**src/hw/rtl/quadrature_knob_volume_and_button_defines.svh**
```systemverilog
// ----------------------------------------------------------------------------
// Assertion macros for the knob panel block
// Concurrent checks that vanish when SYNTHESIS is defined.
// ----------------------------------------------------------------------------
`ifndef QUADRATURE_KNOB_VOLUME_AND_BUTTON_DEFINES_SVH
`define QUADRATURE_KNOB_VOLUME_AND_BUTTON_DEFINES_SVH

`ifndef SYNTHESIS
// same-cycle implication, sampled on clock, off during reset
`define QKVB_ASSERT_IMPL(label, ante, cons) \
   label: assert property (@(posedge clock) disable iff (reset) (ante) |-> (cons)) \
      else $error("knob panel assertion failed");
// next-cycle implication
`define QKVB_ASSERT_NEXT(label, ante, cons) \
   label: assert property (@(posedge clock) disable iff (reset) (ante) |=> (cons)) \
      else $error("knob panel assertion failed");
`else
`define QKVB_ASSERT_IMPL(label, ante, cons)
`define QKVB_ASSERT_NEXT(label, ante, cons)
`endif

`endif

```
**src/hw/rtl/qkvb_pkg.sv**
```systemverilog
// ----------------------------------------------------------------------------
// qkvb_pkg
// Types, codes and the quadrature step table shared by the knob panel.
// ----------------------------------------------------------------------------
`timescale 1ns / 1ps
`default_nettype none

package qkvb_pkg;

   // register indexes
   localparam logic [1:0] CSR_VOLUME_MIN  = 2'd0;
   localparam logic [1:0] CSR_VOLUME_MAX  = 2'd1;
   localparam logic [1:0] CSR_VOLUME_STEP = 2'd2;
   localparam logic [1:0] CSR_LONG_PRESS  = 2'd3;

   // knob 2 event codes
   localparam logic [1:0] EVENT_NONE = 2'd0;
   localparam logic [1:0] EVENT_CW   = 2'd1;
   localparam logic [1:0] EVENT_CCW  = 2'd2;

   // reset values
   localparam logic signed [7:0] VOLUME_MIN_RESET  = -8'sd80;
   localparam logic signed [7:0] VOLUME_MAX_RESET  = 8'sd6;
   localparam logic [4:0]        VOLUME_STEP_RESET = 5'd1;
   localparam logic [15:0]       LONG_PRESS_RESET  = 16'd350;
   localparam logic signed [7:0] VOLUME_RESET      = -8'sd20;
   localparam logic [1:0]        PHASE_RESET       = 2'b11;

   localparam int                DETENT_COUNT      = 4;
   localparam logic [15:0]       PRESS_COUNT_MAX   = 16'hFFFF;

   typedef struct packed {
      logic knob1_phase_a;
      logic knob1_phase_b;
      logic knob2_phase_a;
      logic knob2_phase_b;
      logic switch_level;
   } req_payload_type;

   typedef struct packed {
      logic              volume_changed;
      logic signed [7:0] volume_level;
      logic [1:0]        knob2_event;
      logic              long_press;
      logic              short_press;
   } rsp_payload_type;

   typedef struct packed {
      logic cw;
      logic ccw;
   } knob_dir_type;

   typedef struct packed {
      logic long_press;
      logic short_press;
   } press_type;

   // Gray-code transition table: {previous, current} -> -1, 0, +1
   function automatic logic signed [1:0] step_lut(input logic [3:0] idx);
      logic signed [1:0] val;
      unique case (idx)
         4'd1, 4'd7, 4'd8, 4'd14:  val = -2'sd1;
         4'd2, 4'd4, 4'd11, 4'd13: val = 2'sd1;
         default:                  val = 2'sd0;
      endcase
      return val;
   endfunction

endpackage

`default_nettype wire

```
**src/hw/rtl/qkvb_knob.sv**
```systemverilog
// ----------------------------------------------------------------------------
// qkvb_knob
// One quadrature decoder: step table, accumulator and detent detect.
// ----------------------------------------------------------------------------
`timescale 1ns / 1ps
`default_nettype none

module qkvb_knob
   import qkvb_pkg::*;
(
   input  wire logic         clock,
   input  wire logic         reset,
   input  wire logic         update_en,
   input  wire logic [1:0]   phase,
   output knob_dir_type      dir
);

   logic [1:0]        prev_phase_ff, prev_phase_in;
   logic signed [2:0] accum_ff, accum_in;
   logic signed [3:0] sum;

   always_comb begin
      sum = 4'(accum_ff) + 4'(step_lut({prev_phase_ff, phase}));
      dir = '0;
      accum_in = sum[2:0];
      priority if (sum >= 4'(DETENT_COUNT)) begin
         dir.cw   = 1'b1;
         accum_in = '0;
      end else if (sum <= -4'(DETENT_COUNT)) begin
         dir.ccw  = 1'b1;
         accum_in = '0;
      end
      prev_phase_in = phase;
   end

   always_ff @(posedge clock) begin
      if (reset) begin
         prev_phase_ff <= PHASE_RESET;
         accum_ff      <= '0;
      end else if (update_en) begin
         prev_phase_ff <= prev_phase_in;
         accum_ff      <= accum_in;
      end
   end

endmodule

`default_nettype wire

```
**src/hw/rtl/qkvb_volume.sv**
```systemverilog
// ----------------------------------------------------------------------------
// qkvb_volume
// Master volume register, stepped per detent and clamped in travel direction.
// ----------------------------------------------------------------------------
`timescale 1ns / 1ps
`default_nettype none

module qkvb_volume
   import qkvb_pkg::*;
(
   input  wire logic              clock,
   input  wire logic              reset,
   input  wire logic              update_en,
   input  wire knob_dir_type      dir,
   input  wire logic signed [7:0] volume_min,
   input  wire logic signed [7:0] volume_max,
   input  wire logic [4:0]        volume_step,
   output logic signed [7:0]      volume_next
);

   logic signed [7:0] volume_ff;
   logic signed [9:0] vol_up, vol_dn;

   always_comb begin
      vol_up = 10'(volume_ff) + $signed({5'd0, volume_step});
      vol_dn = 10'(volume_ff) - $signed({5'd0, volume_step});
      volume_next = volume_ff;
      priority if (dir.cw) begin
         volume_next = (vol_up > 10'(volume_max)) ? volume_max : vol_up[7:0];
      end else if (dir.ccw) begin
         volume_next = (vol_dn < 10'(volume_min)) ? volume_min : vol_dn[7:0];
      end
   end

   always_ff @(posedge clock) begin
      if (reset) begin
         volume_ff <= VOLUME_RESET;
      end else if (update_en) begin
         volume_ff <= volume_next;
      end
   end

endmodule

`default_nettype wire

```
**src/hw/rtl/qkvb_switch.sv**
```systemverilog
// ----------------------------------------------------------------------------
// qkvb_switch
// Push switch hold timer; classifies each release as long or short.
// ----------------------------------------------------------------------------
`timescale 1ns / 1ps
`default_nettype none

module qkvb_switch
   import qkvb_pkg::*;
(
   input  wire logic        clock,
   input  wire logic        reset,
   input  wire logic        update_en,
   input  wire logic        switch_level,
   input  wire logic [15:0] long_press_samples,
   output press_type        press
);

   logic        switch_prev_ff;
   logic [15:0] press_count_ff, press_count_in;
   logic        release_edge;

   always_comb begin
      if (switch_prev_ff && !switch_level) begin
         press_count_in = '0;
      end else if (press_count_ff != PRESS_COUNT_MAX) begin
         press_count_in = press_count_ff + 16'd1;
      end else begin
         press_count_in = press_count_ff;
      end
      release_edge      = !switch_prev_ff && switch_level;
      press.long_press  = release_edge && (press_count_in > long_press_samples);
      press.short_press = release_edge && !(press_count_in > long_press_samples);
   end

   always_ff @(posedge clock) begin
      if (reset) begin
         switch_prev_ff <= 1'b1;
         press_count_ff <= '0;
      end else if (update_en) begin
         switch_prev_ff <= switch_level;
         press_count_ff <= press_count_in;
      end
   end

endmodule

`default_nettype wire

```
**src/hw/rtl/quadrature_knob_volume_and_button.sv**
```systemverilog
// ----------------------------------------------------------------------------
// quadrature_knob_volume_and_button
// Two-knob front panel: volume knob, event knob and timed push switch.
// ----------------------------------------------------------------------------
// Flow: the input transfer loads the sample register; the sample then moves
//   into the result register, with the state update, once that register is
//   empty or its result is being transferred, and rsp_valid rises with that load.
// Throughput: one sample per cycle while the result channel does not stall, set
//   by the single-pass decode logic between the sample register and the result register.
// Reset: synchronous, active high; registers return to their reset values,
//   both pipeline stages empty.
`timescale 1ns / 1ps
`default_nettype none
`include "quadrature_knob_volume_and_button_defines.svh"

module quadrature_knob_volume_and_button
   import qkvb_pkg::*;
(
   input  wire logic            clock,
   input  wire logic            reset,
   // sample channel
   input  wire logic            req_valid,
   output logic                 req_ready,
   input  wire req_payload_type req_payload,
   // result channel
   output logic                 rsp_valid,
   input  wire logic            rsp_ready,
   output rsp_payload_type      rsp_payload,
   // register write channel
   input  wire logic            csr_valid,
   output logic                 csr_ready,
   input  wire logic [1:0]      csr_index,
   input  wire logic [15:0]     csr_wdata
);

   // configuration registers
   logic signed [7:0] volume_min_ff;
   logic signed [7:0] volume_max_ff;
   logic [4:0]        volume_step_ff;
   logic [15:0]       long_press_ff;

   // pipeline
   logic            stage_valid_ff;
   req_payload_type stage_ff;
   logic            rsp_valid_ff;
   rsp_payload_type rsp_ff, rsp_in;
   logic            advance;

   knob_dir_type      knob1_dir, knob2_dir;
   logic signed [7:0] volume_next;
   press_type         press;

   // register writes are always taken; the user must send them only while idle, the block does not enforce it
   assign csr_ready = 1'b1;

   always_ff @(posedge clock) begin
      if (reset) begin
         volume_min_ff  <= VOLUME_MIN_RESET;
         volume_max_ff  <= VOLUME_MAX_RESET;
         volume_step_ff <= VOLUME_STEP_RESET;
         long_press_ff  <= LONG_PRESS_RESET;
      end else if (csr_valid && csr_ready) begin
         unique case (csr_index)
            CSR_VOLUME_MIN:  volume_min_ff  <= csr_wdata[7:0];
            CSR_VOLUME_MAX:  volume_max_ff  <= csr_wdata[7:0];
            CSR_VOLUME_STEP: volume_step_ff <= csr_wdata[4:0];
            CSR_LONG_PRESS:  long_press_ff  <= csr_wdata;
         endcase
      end
   end

   // The sample moves into the result register when that register is empty
   // or its result is being transferred; the state update rides on the same
   // edge, so the next sample always sees up-to-date state.
   assign advance   = stage_valid_ff && (!rsp_valid_ff || rsp_ready);
   assign req_ready = !stage_valid_ff || advance;

   always_ff @(posedge clock) begin
      if (reset) begin
         stage_valid_ff <= 1'b0;
      end else if (req_ready) begin
         stage_valid_ff <= req_valid;
      end
   end

   always_ff @(posedge clock) begin
      if (req_valid && req_ready) begin
         stage_ff <= req_payload;
      end
   end

   // decode units
   qkvb_knob u_knob1 (
      .clock     (clock),
      .reset     (reset),
      .update_en (advance),
      .phase     ({stage_ff.knob1_phase_a, stage_ff.knob1_phase_b}),
      .dir       (knob1_dir)
   );

   qkvb_knob u_knob2 (
      .clock     (clock),
      .reset     (reset),
      .update_en (advance),
      .phase     ({stage_ff.knob2_phase_a, stage_ff.knob2_phase_b}),
      .dir       (knob2_dir)
   );

   qkvb_volume u_volume (
      .clock       (clock),
      .reset       (reset),
      .update_en   (advance),
      .dir         (knob1_dir),
      .volume_min  (volume_min_ff),
      .volume_max  (volume_max_ff),
      .volume_step (volume_step_ff),
      .volume_next (volume_next)
   );

   qkvb_switch u_switch (
      .clock              (clock),
      .reset              (reset),
      .update_en          (advance),
      .switch_level       (stage_ff.switch_level),
      .long_press_samples (long_press_ff),
      .press              (press)
   );

   // result assembly
   always_comb begin
      rsp_in.volume_changed = knob1_dir.cw || knob1_dir.ccw;
      rsp_in.volume_level   = volume_next;
      priority if (knob2_dir.cw) begin
         rsp_in.knob2_event = EVENT_CW;
      end else if (knob2_dir.ccw) begin
         rsp_in.knob2_event = EVENT_CCW;
      end else begin
         rsp_in.knob2_event = EVENT_NONE;
      end
      rsp_in.long_press  = press.long_press;
      rsp_in.short_press = press.short_press;
   end

   always_ff @(posedge clock) begin
      if (reset) begin
         rsp_valid_ff <= 1'b0;
      end else if (advance) begin
         rsp_valid_ff <= 1'b1;
      end else if (rsp_ready) begin
         rsp_valid_ff <= 1'b0;
      end
   end

   always_ff @(posedge clock) begin
      if (advance) begin
         rsp_ff <= rsp_in;
      end
   end

   assign rsp_valid   = rsp_valid_ff;
   assign rsp_payload = rsp_ff;

   // checks
   `QKVB_ASSERT_IMPL(a_event_code, rsp_valid_ff, rsp_ff.knob2_event <= EVENT_CCW)
   `QKVB_ASSERT_IMPL(a_press_excl, rsp_valid_ff, !(rsp_ff.long_press && rsp_ff.short_press))
   `QKVB_ASSERT_NEXT(a_stage_hold, stage_valid_ff && !advance, stage_valid_ff)
   `QKVB_ASSERT_NEXT(a_advance_fills, advance, rsp_valid_ff)

endmodule

`default_nettype wire

```
**config.mk**
```make
export PLATFORM = sky130hd
export DESIGN_NAME = quadrature_knob_volume_and_button
export DESIGN_NICKNAME = d
export VERILOG_FILES = /design/src/hw/rtl/qkvb_pkg.sv /design/src/hw/rtl/qkvb_knob.sv /design/src/hw/rtl/qkvb_volume.sv /design/src/hw/rtl/qkvb_switch.sv /design/src/hw/rtl/quadrature_knob_volume_and_button.sv
export VERILOG_INCLUDE_DIRS = /design/src /design/src/hw/rtl
export SDC_FILE = /design/constraint.sdc
export NUM_CORES = 1
export LEC_CHECK = 0
export BUFFER_PORTS_ARGS = -buffer_cell sky130_fd_sc_hd__buf_2
export CORE_ASPECT_RATIO = 0.9
export CORE_MARGIN = 8
export CORE_UTILIZATION = 40
export DETAILED_ROUTE_END_ITERATION = 8
export MAX_ROUTING_LAYER = met4
export PLACE_DENSITY = 0.65
export SKIP_LAST_GASP = 1
export SLEW_MARGIN = 0
export SYNTH_ARGS = -nofsm -noshare
export SYNTH_HDL_FRONTEND = slang
export SYNTH_HIERARCHICAL = 1
export SYNTH_SLANG_ARGS = --single-unit
```
**constraint.sdc**
```tcl
create_clock -name clock -period 4.58 [get_ports clock]
set_input_delay 0.458 -clock clock [delete_from_list [all_inputs] [get_ports clock]]
set_output_delay 0.458 -clock clock [all_outputs]
set_load 0.02 [all_outputs]
```
# Word-level counts from Yosys, hierarchy flattened
# Memories as Yosys holds them, arrays and structs flattened.
# Index checks and enable logic that the tools add are counted.
# Widths: inputs -> output; s select.
# totals
word_cells	80
memories	2
latchBits	0
mem_bits_ro	64
input_bits	28
output_inout_bits	16
ramBits	0
reg_bits	92
# memory_table
name	words	word_bits	read_ports	rd_clocked_by_memory_dff	write_ports	line	text
(name not given)	16	2	1	0	0	qkvb_pkg.sv:61	unique case (idx)
(name not given)	16	2	1	0	0	qkvb_pkg.sv:61	
# classes
eq_ne	4
n_div	0
n_mux	19
n_bitwise	0
add_sub_neg	5
magnitude_cmp	7
n_shift	0
reduce_logical	20
multipliers	0
# ops
op	count
$mux 16	2
$mux 8	4
$add 16x1->16 const B	1
$gt 16x16->1	1
$ne 16x16->1 const B	1
$mux 3	4
$add 8x6->9	1
$gt 9x8->1	1
$lt 9x8->1	1
$sub 8x6->9	1
$add 3x2->4	2
$ge 4x4->1 const B	2
$le 4x3->1 const B	2
$mux 1	8
$reduce_and 2->1	4
$logic_and 1x1->1	6
$logic_not 1->1	5
$eq 2x2->1 const B	2
$logic_or 1x1->1	3
$eq 2x1->1 const B	1
$logic_not 2->1	1
$mux 2	1
$reduce_bool 2->1	1

# Longest topological paths before layout
# An unclocked memory read counts as a cell.
# depth
ltp_word	7
mapped_depth	16
depth_no_buf	15

# Cells and area by module
# Netlist, hierarchy kept.
# by_module_without_submodules
mod	cells_each	n_inst	seq_area_each_um2	area_each_um2
quadrature_knob_volume_and_button	185	1	1321.3	2207.1
qkvb_volume	246	1	160.2	1850.5
qkvb_switch	209	1	340.3	1630.3
qkvb_knob	50	2	100.1	460.4

# Worst setup path before layout
# Ideal clock, no wire load.
# synth_path
path_kind	flip-flop to flip-flop
startpoint	reg u_volume.volume_ff[0]
endpoint	reg rsp_ff, in the netlist rsp_payload[4] (data pin)
required_time_ns	4.318
setup_time_ns	0.262
arrival_time_ns	3.214
path_slack_ns	1.104
period_less_slack_ns	3.476
path_stages_with_launch	17
cell_sequence	dfxtp_1 inv_1 ha_1 inv_1 fa_1 a21o_1 a31o_2 nor2_1 or2_2 ha_1 a41o_2 o31ai_1 o21a_1 buf_6 mux2_2 a211oi_1 a21oi_1
# synth_lines
element	line	text
from (decl)	qkvb_volume.sv:21	logic signed [7:0] volume_ff;
from (signal assigned)	qkvb_volume.sv:39	volume_ff <= volume_next;
to (signal assigned)	quadrature_knob_volume_and_button.sv:156	rsp_ff <= rsp_in;
to (decl)	quadrature_knob_volume_and_button.sv:46	rsp_payload_type rsp_ff, rsp_in;

# Final worst setup path
# layout_path
startpoint	reg u_volume.volume_ff[0]
endpoint	reg u_volume.volume_ff[4]
# layout_between
elab_chain_len	5
word_cells_on_any_way	8
cone_classes	add/sub: 2; order compare: 2; mux: 4
# layout_lines
element	line	text
$sub 8x6->9	qkvb_volume.sv:26	vol_dn = 10'(volume_ff) - $signed({5'd0, volume_step});
$lt 9x8->1	qkvb_volume.sv:31	volume_next = (vol_dn < 10'(volume_min)) ? volume_min : vol_dn[7:0];
$mux 8	qkvb_volume.sv:31	
$mux 8	qkvb_volume.sv:30	end else if (dir.ccw) begin
$mux 8 *	qkvb_volume.sv:28	priority if (dir.cw) begin
# Every way passes the cells marked *; elsewhere a longest branch is shown, timed or not.
# A chain may end at the register's enable or synchronous reset.

==> metrics.yaml <==
logic_synthesis:
  netlist-cell-type-count: 88
  synth_common_cells: "75 x nor2_1, 74 x dfxtp_1, 61 x inv_1"
  yosysTopAreaCellShare_pct: 22.4
  syn_nets: 832
  syn_inst: 740
  synth.most_common_cell: "nor2_1"
  yosysSeqAreaShare_pct: 30.6
  yosys.area.top_type: "dfxtp_1"
  ys.flop_type: "dfxtp_1"
  syn-cell-area_um2: 6610
  synth_edf_count: 18
  synth_area_leaders: "dfxtp_1 22%, ha_1 11%, edfxtp_1 8.2%"
  ys_warn_count: 6
  avgSynthCellArea_um2: 8.93
  async_reset_ff_share_pct: 0
  ys_ff_latch: 92
final_layout:
  nFillCells: 1593
  drive_gt1_share_pct: 13.8
  utilization_pct: 44.2
  num-nets-final: 850
  diodes: 0
  areaGrowthSynthToFinish_pct: 7.95
route:
  vias: 5186
  viasPerCell: 5.35
  drc: 0
  first_iter_violations: 348
  wire_per_inst_um: 15.8
  wirelength_mm: 15.3
  detail-route-antenna-nets: 0
  dr.pass1.iters: 5
clocking:
  cts_sinks: 92
  cts_buffer_depth: 2
  ctsRootBufferMaster: "clkbuf_16"
  cts_inserted_buffers: 9
  post_cts_buffers: 0
  cts_max_level: 3
  clk_pin_slew_ns: 0.07
  ctsHoldBuffers: 0
  cts_tree: "built"
  clk-insertion-delay-late_ns: 0.35
  ctsResizeCount: 0
placement:
  hpwl_mm: 11.4
  gp_congestion: 0.921
  dpl_worst_slack_ns: 0.625
  port-buffer-count: 42
timing:
  worstMarginPinSlew_ns: 0.847
  worst_slack_ns: 0.576
  rsz0062_at_grt: "no"
  maxSlewViolCount: 0
  fin_tns_setup_ns: 0
  finalHoldViolCount: 0
  whs_ns: 0.279
  fin_crit_ns: 4.00
  skew_ns: 0.00795
  fmax_mhz: 250
  setup_viol: 0
  period_share_pct: 87.4
  slew_headroom_pct: 42.9
critical_path:
  endpoint_kind: "register"
  crit_required_ns: 4.82
  critPathArrivalTime_ns: 4.24
  critPathLaunch: "u_volume/volume_ff[0]"
  worstSetupPathType: "reg2reg"
  cp-start-kind: "register"
  path_max_fanout: 9
  reg2reg_from: "u_volume/volume_ff[0]"
pwr:
  ir_worst_vdd_uv: 226
  switchingPower_mw: 0.673
  switching_share_pct: 30.8
  clock_power_share_pct: 34.5
  combPwrFrac_pct: 24.0
  power_density_nw_per_um2: 307
  seqPwrFrac_pct: 41.5
  finalPower_mw: 2.19
  p_int_mw: 1.51
  p_leak_nw: 2.97
global_route:
  grt_antenna_before_repair: 0
  grt_max_degree: 64
  gr-total-overflow: 0
  grt_first_pass_wirelength_mm: 24.9
  grt_pass1_vias: 4897
  grtUsageTotal_pct: 15.4
floorplanning:
  ioPinCount: 44
  initial_core_util_pct: 41.0
  fp.dieH_um: 138
  dieArea_um2: 20900
  rows: 44
  fp.dieW_um: 151
  core_um2: 16100
worst_hold_path:
  min_from: "req_payload[0]"
  hold_path_class: "in2reg"
run_status:
  status: "finished, final reports clean"
flow_run:
  maxCapViolations: 0
[layout make-up]
type / count / area, um2 / share of cell area, %
inverters: 63 / 236 / 3.31
well taps: 207 / 259 / 3.63
clock buffers: 11 / 233 / 3.26
repair buffers: 47 / 248 / 3.47
multi-input cells: 545 / 4080 / 57.2
flip-flops and latches: 92 / 2020 / 28.3
clock inverters: 5 / 58.8 / 0.824
[per-stage QoR]
| step | instance area [um2] | std cells |
|---|---|---|
| global route | 7130 | 970 |
| CTS | 7130 | 970 |
| floorplan | 6610 | 740 |
| detailed placement | 6840 | 954 |
| global placement | 6840 | 954 |
| finish | 7130 | 970 |
[kinds of logic (layout without fill, tap and decap cells)]
logic type	Yosys count	after routing	share of synthesized area, %
xor+xnor	29	29	3.84
compound gates	131	131	14.2
buf+inv	103	126	7.72
simple gates	266	266	22.3
other cells	1	1	0.0567
mux	54	54	8.78
fa+ha+maj	64	64	12.6
flops	92	92	30.6
[power groups by stage]
stage | Combinational [mW] | Clock (mW) | Sequential (mW)
after floorplan | 0.404 | 0 | 0.926
after global placement | 0.517 | 0 | 0.926
after detailed placement | 0.520 | 0 | 0.926
after CTS | 0.523 | 0.770 | 0.908
after global routing | 0.585 | 0.798 | 0.913
final | 0.526 | 0.754 | 0.908
[layout by cell type, fill, tap and decap left out, types with 7 or more instances in the layout]
| master | n |
|---|---|
| nand2_1 | 28 |
| nand2b_1 | 52 |
| edfxtp_1 | 18 |
| nand3b_1 | 7 |
| dfxtp_1 | 74 |
| nor2_1 | 75 |
| xnor2_1 | 12 |
| nor3_1 | 14 |
| ha_1 | 60 |
| a211oi_1 | 13 |
| a211o_1 | 7 |
| nand4_1 | 8 |
| nand3_1 | 20 |
| o21ai_0 | 14 |
| clkbuf_16 | 9 |
| xor2_1 | 17 |
| a21oi_1 | 36 |
| mux2i_1 | 47 |
| inv_1 | 61 |
| buf_2 | 42 |
| nor2b_1 | 11 |
[sequential cells by signal (all words and copies together) (netlist names)]
name	count
stage_ff	5
u_knob1/prev_phase_ff	2
volume_step_ff	5
u_switch/switch_prev_ff	1
long_press_ff	16
u_knob1/accum_ff	3
stage_valid_ff	1
u_knob2/accum_ff	3
volume_min_ff	8
u_knob2/prev_phase_ff	2
u_volume/volume_ff	8
rsp_valid	1
rsp_payload	13
u_switch/press_count_ff	16
volume_max_ff	8
[per-layer routing]
metal	share of wire (%)	track usage [%]	up-vias
met3	5.9	2.54	8
met4	0.99	3.92	0
met5	0	-	-
met2	40	21.5	144
met1	53	22.5	2422
li1	-	-	2612
[worst max-delay path, stage by stage (launching register included)]
cell      delay [ns]
dfxtp_1         0.32
inv_1           0.09
ha_1            0.21
inv_1           0.07
fa_1            0.41
a21o_1          0.22
a31o_2          0.27
nor2_1          0.12
or2_2           0.13
ha_1            0.29
a41o_2          0.25
o31ai_1         0.20
o21a_1          0.45
mux2i_1         0.37
a211oi_1        0.12
or3_1           0.36
[path summary, 6_finish.rpt]
check                                        endpoint  slack (ns)  depth (start not counted)
worst min register to register              rsp_valid        0.47                          2
worst min-delay path                      stage_ff[0]        0.28                          1
worst max-delay path            u_volume/volume_ff[4]        0.58                         15
worst max register to register  u_volume/volume_ff[4]        0.58                         15
Power figures use the tool's default switching activity.
